`config.mk`:
```
export PLATFORM = sky130hd
export DESIGN_NAME = loop_stall_and_frame_rate_monitor_core
export DESIGN_NICKNAME = d
export VERILOG_FILES = /design/src/rtl/lsfrm_pkg.sv /design/src/rtl/loop_stall_and_frame_rate_monitor_core.sv
export VERILOG_INCLUDE_DIRS = /design/src /design/src/rtl
export SDC_FILE = /design/constraint.sdc
export NUM_CORES = 2
export LEC_CHECK = 0
export BUFFER_PORTS_ARGS = -buffer_cell sky130_fd_sc_hd__buf_4
export CELL_PAD_IN_SITES_DETAIL_PLACEMENT = 1
export CELL_PAD_IN_SITES_GLOBAL_PLACEMENT = 1
export CORE_AREA = 5 5 391 354
export CTS_BUF_LIST = sky130_fd_sc_hd__clkbuf_8
export CTS_CLUSTER_DIAMETER = 60
export CTS_CLUSTER_SIZE = 16
export DETAILED_ROUTE_END_ITERATION = 6
export DIE_AREA = 0 0 396 359
export PLACE_DENSITY_LB_ADDON = 0.1
export RECOVER_POWER = 25
export SLEW_MARGIN = 5
export SYNTH_ARGS = -nofsm -noshare
export SYNTH_HDL_FRONTEND = slang
export SYNTH_SLANG_ARGS = --single-unit
```
`constraint.sdc`:
```
create_clock -name clk_i -period 13.97 [get_ports clk_i]
set_clock_uncertainty 0.1 [all_clocks]
set_input_delay 0.6985 -clock clk_i [delete_from_list [all_inputs] [get_ports clk_i]]
set_output_delay 0.6985 -clock clk_i [all_outputs]
set_load 0.02 [all_outputs]
```
`src/rtl/loop_stall_and_frame_rate_monitor_core_assert.svh`:
```
// Assertion macros for the loop stall and frame rate monitor.
// Used by the core; expects clk_i and rst_ni in the including scope.
`ifndef LOOP_STALL_AND_FRAME_RATE_MONITOR_CORE_ASSERT_SVH
`define LOOP_STALL_AND_FRAME_RATE_MONITOR_CORE_ASSERT_SVH
`ifndef SYNTHESIS
`define LSFRM_ASSERT(lbl, prop, msg) \
  lbl: assert property (@(posedge clk_i) disable iff (!rst_ni) prop) else $error(msg);
`define LSFRM_ASSERT_ALWAYS(lbl, prop, msg) \
  lbl: assert property (@(posedge clk_i) prop) else $error(msg);
`else
`define LSFRM_ASSERT(lbl, prop, msg)
`define LSFRM_ASSERT_ALWAYS(lbl, prop, msg)
`endif
`endif

```
`src/rtl/lsfrm_pkg.sv`:
```
// Package for the loop stall and frame rate monitor.
// Holds field widths, request and register codes and arithmetic constants.
package lsfrm_pkg;

  localparam int unsigned RATE_FRAC_BITS_DEF = 8;

  localparam int unsigned TS_W      = 32;
  localparam int unsigned CFG_W     = 16;
  localparam int unsigned CFG_IDX_W = 2;
  localparam int unsigned REQ_W     = 2;
  localparam int unsigned FPS_W     = 24;
  localparam int unsigned BUSY_W    = 7;
  localparam int unsigned IN_DATA_W  = 2 * TS_W;
  localparam int unsigned OUT_DATA_W = 3 * TS_W + FPS_W + BUSY_W + 1;

  localparam int unsigned MS_W     = 10;
  localparam int unsigned PROD_W   = TS_W + MS_W;
  localparam int unsigned CNT_W    = 5;

  localparam logic [MS_W-1:0]   MS_PER_SEC = MS_W'(1000);
  localparam logic [BUSY_W-1:0] PCT_SCALE  = BUSY_W'(100);
  localparam logic [FPS_W-1:0]  FPS_MAX    = {FPS_W{1'b1}};

  localparam logic [REQ_W-1:0] REQ_LOOP_END   = 2'd0;
  localparam logic [REQ_W-1:0] REQ_DRAW_BEGIN = 2'd1;
  localparam logic [REQ_W-1:0] REQ_DRAW_END   = 2'd2;
  localparam logic [REQ_W-1:0] REQ_RESTART    = 2'd3;

  localparam logic [CFG_IDX_W-1:0] CFG_STALL_WIN = 2'd0;
  localparam logic [CFG_IDX_W-1:0] CFG_RATE_WIN  = 2'd1;
  localparam logic [CFG_IDX_W-1:0] CFG_SKIP_LIM  = 2'd2;

  localparam logic [CFG_W-1:0] STALL_WIN_RST = 16'd1000;
  localparam logic [CFG_W-1:0] RATE_WIN_RST  = 16'd1000;
  localparam logic [CFG_W-1:0] SKIP_LIM_RST  = 16'd50;

endpackage

```
`src/rtl/loop_stall_and_frame_rate_monitor_core.sv`:
```
// Channel   | Dir | Transfer          | Payload
// s_axis    | in  | tvalid & tready   | tuser: req_type; tdata: now_ms, loop_start_ms
// m_axis    | out | tvalid & tready   | tdata: statistics of one event
// cfg       | in  | valid_i & ready_o | index_i: register, data_i: value
// A draw begin, draw end or restart passes the diff, update and output states; a loop end
// adds the roll state, and one that closes a rate window may add the frame rate and busy
// share divisions: one shared divider, one quotient bit per cycle, 24 bits for the rate,
// 7 for the busy share. The next transfer is taken while a result waits on m_axis.
// Reset is asynchronous and active low; all statistics and registers return to defaults.
`include "loop_stall_and_frame_rate_monitor_core_assert.svh"

module loop_stall_and_frame_rate_monitor_core #(
  parameter int unsigned RATE_FRAC_BITS = lsfrm_pkg::RATE_FRAC_BITS_DEF
) (
  input  logic                               clk_i,
  input  logic                               rst_ni,
  input  logic                               s_axis_tvalid,
  output logic                               s_axis_tready,
  // tdata: now_ms [31:0], loop_start_ms [63:32]
  input  logic [lsfrm_pkg::IN_DATA_W-1:0]    s_axis_tdata,
  // tuser: req_type [1:0]
  input  logic [lsfrm_pkg::REQ_W-1:0]        s_axis_tuser,
  output logic                               m_axis_tvalid,
  input  logic                               m_axis_tready,
  // tdata: worst_stall_ms [31:0], frames_per_sec_q8 [55:32], total_draws [87:56],
  // total_loops [119:88], busy_percent [126:120], skip_optional [127]
  output logic [lsfrm_pkg::OUT_DATA_W-1:0]   m_axis_tdata,
  input  logic                               cfg_valid_i,
  output logic                               cfg_ready_o,
  input  logic [lsfrm_pkg::CFG_IDX_W-1:0]    cfg_index_i,
  input  logic [lsfrm_pkg::CFG_W-1:0]        cfg_data_i
);
  import lsfrm_pkg::*;

  localparam int unsigned NUM_W = PROD_W + RATE_FRAC_BITS;
  localparam int unsigned QW    = FPS_W;

  localparam logic [3:0] ST_IDLE = 4'd0;
  localparam logic [3:0] ST_DIFF = 4'd1;
  localparam logic [3:0] ST_UPD  = 4'd2;
  localparam logic [3:0] ST_ROLL = 4'd3;
  localparam logic [3:0] ST_FMUL = 4'd4;
  localparam logic [3:0] ST_FSET = 4'd5;
  localparam logic [3:0] ST_FDIV = 4'd6;
  localparam logic [3:0] ST_BMUL = 4'd7;
  localparam logic [3:0] ST_BSET = 4'd8;
  localparam logic [3:0] ST_BDIV = 4'd9;
  localparam logic [3:0] ST_CLR  = 4'd10;
  localparam logic [3:0] ST_OUT  = 4'd11;

  logic [3:0]        state_q;
  logic [CFG_W-1:0]  stall_win_q, rate_win_q, skip_lim_q;

  logic [TS_W-1:0]   worst_q, latest_q, swb_q, loops_q, draws_q, dbt_q;
  logic [TS_W-1:0]   wdt_q, calls_q, wlt_q, rwb_q;
  logic [FPS_W-1:0]  fps_q;
  logic [BUSY_W-1:0] busy_q;

  logic [REQ_W-1:0]  req_q;
  logic [TS_W-1:0]   now_q, start_q, dur_q, sel_q, rel_q;
  logic [PROD_W-1:0] prod_q;
  logic [TS_W-1:0]   rem_q, div_q;
  logic [QW-1:0]     sh_q;
  logic [CNT_W-1:0]  cnt_q;

  logic                      m_valid_q;
  logic [OUT_DATA_W-1:0]     m_data_q;

  logic [NUM_W-1:0]  fnum;
  logic [TS_W-1:0]   fnum_hi;
  logic [TS_W:0]     r2, rdiff;
  logic              ge;
  logic [TS_W-1:0]   rem_nx;
  logic [QW-1:0]     sh_nx;
  logic [BUSY_W-1:0] bq;
  logic [TS_W-1:0]   wlt_sum;
  logic              in_div;

  assign s_axis_tready = (state_q == ST_IDLE);
  assign cfg_ready_o   = 1'b1;
  assign m_axis_tvalid = m_valid_q;
  assign m_axis_tdata  = m_data_q;

  assign fnum    = NUM_W'(prod_q) << RATE_FRAC_BITS;
  assign fnum_hi = TS_W'(fnum >> QW);
  assign r2      = {rem_q, sh_q[QW-1]};
  assign ge      = (r2 >= {1'b0, div_q});
  assign rdiff   = r2 - {1'b0, div_q};
  assign rem_nx  = ge ? rdiff[TS_W-1:0] : r2[TS_W-1:0];
  assign sh_nx   = {sh_q[QW-2:0], ge};
  assign bq      = sh_nx[BUSY_W-1:0];
  assign wlt_sum = wlt_q + dur_q;
  assign in_div  = (state_q == ST_FDIV) || (state_q == ST_BDIV);

  always_ff @(posedge clk_i or negedge rst_ni) begin
    if (!rst_ni) begin
      state_q     <= ST_IDLE;
      m_valid_q   <= 1'b0;
      stall_win_q <= STALL_WIN_RST;
      rate_win_q  <= RATE_WIN_RST;
      skip_lim_q  <= SKIP_LIM_RST;
      worst_q     <= '0;
      latest_q    <= '0;
      swb_q       <= '0;
      loops_q     <= '0;
      draws_q     <= '0;
      dbt_q       <= '0;
      wdt_q       <= '0;
      calls_q     <= '0;
      wlt_q       <= '0;
      rwb_q       <= '0;
      fps_q       <= '0;
      busy_q      <= '0;
      cnt_q       <= '0;
    end else begin
      if (cfg_valid_i) begin
        case (cfg_index_i)
          CFG_STALL_WIN: stall_win_q <= cfg_data_i;
          CFG_RATE_WIN:  rate_win_q  <= cfg_data_i;
          CFG_SKIP_LIM:  skip_lim_q  <= cfg_data_i;
          default: ;
        endcase
      end
      if ((state_q == ST_OUT) && (!m_valid_q || m_axis_tready)) begin
        m_valid_q <= 1'b1;
      end else if (m_axis_tready) begin
        m_valid_q <= 1'b0;
      end
      case (state_q)
        ST_IDLE: begin
          if (s_axis_tvalid) begin
            state_q <= ST_DIFF;
          end
        end
        ST_DIFF: state_q <= ST_UPD;
        ST_UPD: begin
          case (req_q)
            REQ_LOOP_END: begin
              loops_q  <= loops_q + 1'b1;
              latest_q <= dur_q;
              if (sel_q > TS_W'(stall_win_q)) begin
                worst_q <= dur_q;
                swb_q   <= now_q;
              end else if (dur_q > worst_q) begin
                worst_q <= dur_q;
              end
              wlt_q   <= wlt_sum;
              state_q <= ST_ROLL;
            end
            REQ_DRAW_BEGIN: begin
              dbt_q   <= now_q;
              state_q <= ST_OUT;
            end
            REQ_DRAW_END: begin
              draws_q <= draws_q + 1'b1;
              calls_q <= calls_q + 1'b1;
              wdt_q   <= wdt_q + dur_q;
              state_q <= ST_OUT;
            end
            default: begin
              worst_q <= '0;
              swb_q   <= now_q;
              rwb_q   <= now_q;
              loops_q <= '0;
              draws_q <= '0;
              fps_q   <= '0;
              busy_q  <= '0;
              state_q <= ST_OUT;
            end
          endcase
        end
        ST_ROLL: begin
          if (wdt_q > wlt_q) begin
            wdt_q <= wlt_q;
          end
          state_q <= (rel_q >= TS_W'(rate_win_q)) ? ST_FMUL : ST_OUT;
        end
        ST_FMUL: state_q <= ST_FSET;
        ST_FSET: begin
          if (rel_q == '0) begin
            state_q <= ST_BMUL;
          end else if (fnum_hi >= rel_q) begin
            fps_q   <= FPS_MAX;
            state_q <= ST_BMUL;
          end else begin
            cnt_q   <= CNT_W'(QW - 1);
            state_q <= ST_FDIV;
          end
        end
        ST_FDIV: begin
          cnt_q <= cnt_q - 1'b1;
          if (cnt_q == '0) begin
            fps_q   <= sh_nx;
            state_q <= ST_BMUL;
          end
        end
        ST_BMUL: state_q <= (wlt_q == '0) ? ST_CLR : ST_BSET;
        ST_BSET: begin
          cnt_q   <= CNT_W'(BUSY_W - 1);
          state_q <= ST_BDIV;
        end
        ST_BDIV: begin
          cnt_q <= cnt_q - 1'b1;
          if (cnt_q == '0) begin
            busy_q  <= (bq > PCT_SCALE) ? PCT_SCALE : bq;
            state_q <= ST_CLR;
          end
        end
        ST_CLR: begin
          calls_q <= '0;
          wdt_q   <= '0;
          wlt_q   <= '0;
          rwb_q   <= now_q;
          state_q <= ST_OUT;
        end
        ST_OUT: begin
          if (!m_valid_q || m_axis_tready) begin
            state_q <= ST_IDLE;
          end
        end
        default: state_q <= ST_IDLE;
      endcase
    end
  end

  always_ff @(posedge clk_i) begin
    case (state_q)
      ST_IDLE: begin
        req_q   <= s_axis_tuser;
        now_q   <= s_axis_tdata[TS_W-1:0];
        start_q <= s_axis_tdata[IN_DATA_W-1:TS_W];
      end
      ST_DIFF: begin
        dur_q <= now_q - ((req_q == REQ_LOOP_END) ? start_q : dbt_q);
        sel_q <= now_q - swb_q;
        rel_q <= now_q - rwb_q;
      end
      ST_FMUL: begin
        prod_q <= PROD_W'(calls_q) * PROD_W'(MS_PER_SEC);
        div_q  <= rel_q;
      end
      ST_FSET: begin
        rem_q <= fnum_hi;
        sh_q  <= fnum[QW-1:0];
      end
      ST_FDIV, ST_BDIV: begin
        rem_q <= rem_nx;
        sh_q  <= sh_nx;
      end
      ST_BMUL: begin
        prod_q <= PROD_W'(wdt_q) * PROD_W'(PCT_SCALE);
        div_q  <= wlt_q;
      end
      ST_BSET: begin
        rem_q <= prod_q[BUSY_W+TS_W-1:BUSY_W];
        sh_q  <= {prod_q[BUSY_W-1:0], {(QW-BUSY_W){1'b0}}};
      end
      ST_OUT: begin
        if (!m_valid_q || m_axis_tready) begin
          m_data_q <= {(latest_q > TS_W'(skip_lim_q)), busy_q, loops_q, draws_q,
                       fps_q, worst_q};
        end
      end
      default: ;
    endcase
  end

  `LSFRM_ASSERT(a_busy_range, busy_q <= PCT_SCALE, "busy share above 100")
  `LSFRM_ASSERT(a_div_rem, in_div |-> rem_q < div_q, "divider remainder not below divisor")
  `LSFRM_ASSERT(a_clamp, (state_q == ST_FMUL) |-> wdt_q <= wlt_q, "draw time above loop time")
  `LSFRM_ASSERT(a_accept, (s_axis_tvalid && s_axis_tready) |=> state_q == ST_DIFF, "no start")

endmodule

```
==> results.cfg <==
[grt]
grt_pass1_wl_mm = 248
antenna_found_initial = 6
grt_pass1_vias = 41180
grtUsageTotal = 0.224
grt_overflow = 0
grt_max_degree = 131

[timing]
worst-slew-pin-transition_ns = 5.98
setup_viol_count_final = 0
finalCritPeriodShare = 0.483
rsz0062_at_grt = no
relSlewSlack = -2.99
report.final.slew_viol_count = 105
min_period_ns = 6.74
hold_viol_final = 0
fmax_mhz = 148
worst_slack_ns = 7.23
timing.setup.tns_ns = 0

[die]
row_count = 128
initial_core_util = 0.395
die_area_um2 = 142000
ioPinCount = 220
core-area_um2 = 134000
die_width_um = 396
die_h_um = 359

[pwr]
total_leakage_power_nw = 26.6
pwr-share-seq = 0.295
p_int_mw = 8.12
p_per_area_nw_per_um2 = 256
p_clk_frac = 0.124
combPwrFrac = 0.581
switching_power_mw = 7.20
peakVddDrop_uv = 134
p_sw_frac = 0.470

[routing]
top_layer = met5
m1WireLength_mm = 72.8
dr.pass1.iters = 5
drc = 0
wire_per_inst_um = 22.0
via_per_inst = 5.34
first_iter_violations = 2188
antenna_left = 0
vias = 38893
wl_met3_mm = 6.53
dr_wl_met2_mm = 74.7
drt_wl_total_mm = 160

[critical_path]
max_stage_delay_ns = 4.13
path_cells = dlygate4sd3_1 -> clkbuf_1 -> buf_4 -> buf_12
crit_type = primary input to async pin
critPathTopFamily = buffers and inverters
crit_fanout = 120
cp_num_buf_inv = 4
cp-start-kind = primary input
crit_path_end_kind = async pin
worstPathRequired_ns = 14.68
slowest_stage = clkbuf_1
worstPathArrival_ns = 7.45

[placed_design]
io_buffers = 218
routabilityCongestion = 0.855
post-place-ws_ns = 8.02
dp_hpwl_mm = 124

[final_layout]
drive_above_1_share = 0.109
area_delta_synth_final_pct = 12.7
final_cell_mix = 600 x inv_1, 518 x ha_1, 453 x nand2_1, 418 x edfxtp_1, 394 x dfrtp_1
n_fill_cell = 14855
nets = 6206
layout_commonest_cell = inv_1

[clock_network]
clkLatencyLatePin_ns = 0.83
cts_buffers = 93
cts_setup_buffers = 0
htreeDepth = 3
cts.sink_count = 827
cts_root_buf = clkbuf_8
tritoncts = yes
path_clk_slew_ns = 0.09
clockBufferDepth = 3

[synth]
synth-seq-cells = 827
synth_edf_count = 418
synth_nets = 5893
synth_area_leaders = edfxtp_1 24%, dfrtp_1 19%, ha_1 12%
yosysUniqueCellTypes = 98
synth_top_area_cell = edfxtp_1
synthFlopType = edfxtp_1
syn_avg_cell_area_um2 = 10.3
yosysWarnings = 0
synthCells = 5134
yosysSeqAreaShare = 0.429
yosysTopAreaCellShare = 0.236
synthArstFlopShare = 0.495
syn_area_um2 = 53100

[min_path]
min_path_type = primary input to register

[outcome]
violations = max-capacitance violations, max-slew violations
status = complete, but fails checks

[job]
cap_violations = 1
## state kept, by name, summed over array words and instances, names as in the netlist, 32 cells and up
name and cells:
calls_q 32, dbt_q 32, div_q 32, draws_q 32, dur_q 32, latest_q 32
loops_q 32, m_axis_tdata 128, now_q 32, prod_q 40, rel_q 32, rem_q 32
rwb_q 32, sel_q 32, start_q 32, swb_q 32, wdt_q 32, wlt_q 32
worst_q 32
## through the flow
step	hold slack (ns)	total power, mW	utilization	area, um2	cells
finish	0.197	15.3	0.446	59900	7285
floorplan	0.303	10.7	-	53100	5134
global route	0.141	16.7	0.446	59900	7284
global placement	0.333	13.3	0.424	57000	7024
CTS	0.0679	15.5	0.446	60000	7282
detailed placement	0.333	13.5	0.424	57000	7024
## final timing paths
path                                             start                          to  slack (ns)  cells past startpoint
worst min register to register    fps_q[9]$_DFFE_PN0P_  m_axis_tdata[41]$_DFFE_PP_        0.35                      0
worst min-delay path                     s_axis_tvalid      state_q[1]$_DFFE_PN0P_        0.20                      4
min in group asynchronous                       rst_ni        swb_q[1]$_DFFE_PN0P_        2.56                      2
worst max register to register  calls_q[2]$_DFFE_PN0P_    prod_q[39]$_SDFFCE_PP0P_        7.95                     17
max in group clk_i              calls_q[2]$_DFFE_PN0P_    prod_q[39]$_SDFFCE_PP0P_        7.95                     17
worst max-delay path                            rst_ni     draws_q[29]$_DFFE_PN0P_        7.23                      4
## routing by layer
layer / track usage / vias to the layer above
met5: 0 / -
met1: 0.301 / 19293
li1: - / 18711
met4: 0.0785 / 2
met2: 0.369 / 646
met3: 0.0344 / 241
## synthesized netlist by cell type (106+ instances only)
cell type / instances
nand2_1: 454
xor2_1: 106
nor2_1: 298
xnor2_1: 185
dfrtp_1: 394
nand3_1: 118
edfxtp_1: 418
inv_1: 590
a21o_1: 157
mux2_2: 126
a21oi_1: 328
o21ai_0: 199
ha_1: 519
fa_1: 151
## cells by family (layout without fill, tap and decap cells)
| logic type | Yosys count | after routing | synth area share |
|---|---|---|---|
| buffers and inverters | 718 | 1111 | 0.0510 |
| XOR/XNOR | 291 | 291 | 0.0480 |
| adder cells (fa/ha/maj) | 670 | 670 | 0.179 |
| AO/OA/AOI/OAI | 1136 | 1136 | 0.135 |
| AND/OR/NAND/NOR | 1274 | 1274 | 0.113 |
| other | 1 | 4 | 0.0000706 |
| flip-flops | 827 | 827 | 0.429 |
| multiplexers | 217 | 217 | 0.0439 |
## power groups by stage
stage	clock (mW)	combinational, mW	sequential (mW)
after global placement	0	8.73	4.57
after CTS	1.97	8.97	4.54
final	1.89	8.91	4.52
after floorplan	0	6.57	4.15
after detailed placement	0	8.89	4.59
after global routing	2.07	10.0	4.61
## what timing repair did
item	CTS	global route
hold buffers	83	0
gates resized for setup	0	0
hold endpoints to repair	201	0
## area by class of cell
cell class | instances | area [um2] | area share
sequential | 827 | 22800 | 0.381
multi-input combinational | 3589 | 27700 | 0.463
tap | 1755 | 2200 | 0.0367
antenna | 3 | 7.51 | 0.000125
inverter | 591 | 2220 | 0.0371
clock inverter | 81 | 855 | 0.0143
clock buffer | 94 | 1290 | 0.0216
timing repair buffer | 345 | 2760 | 0.0461
## worst min-delay path: stages
cell	delay, ns
buf_4	0.08
o211ai_1	0.14
nand2_1	0.10
nand2_1	0.05
(Power assumes the default switching activity.)
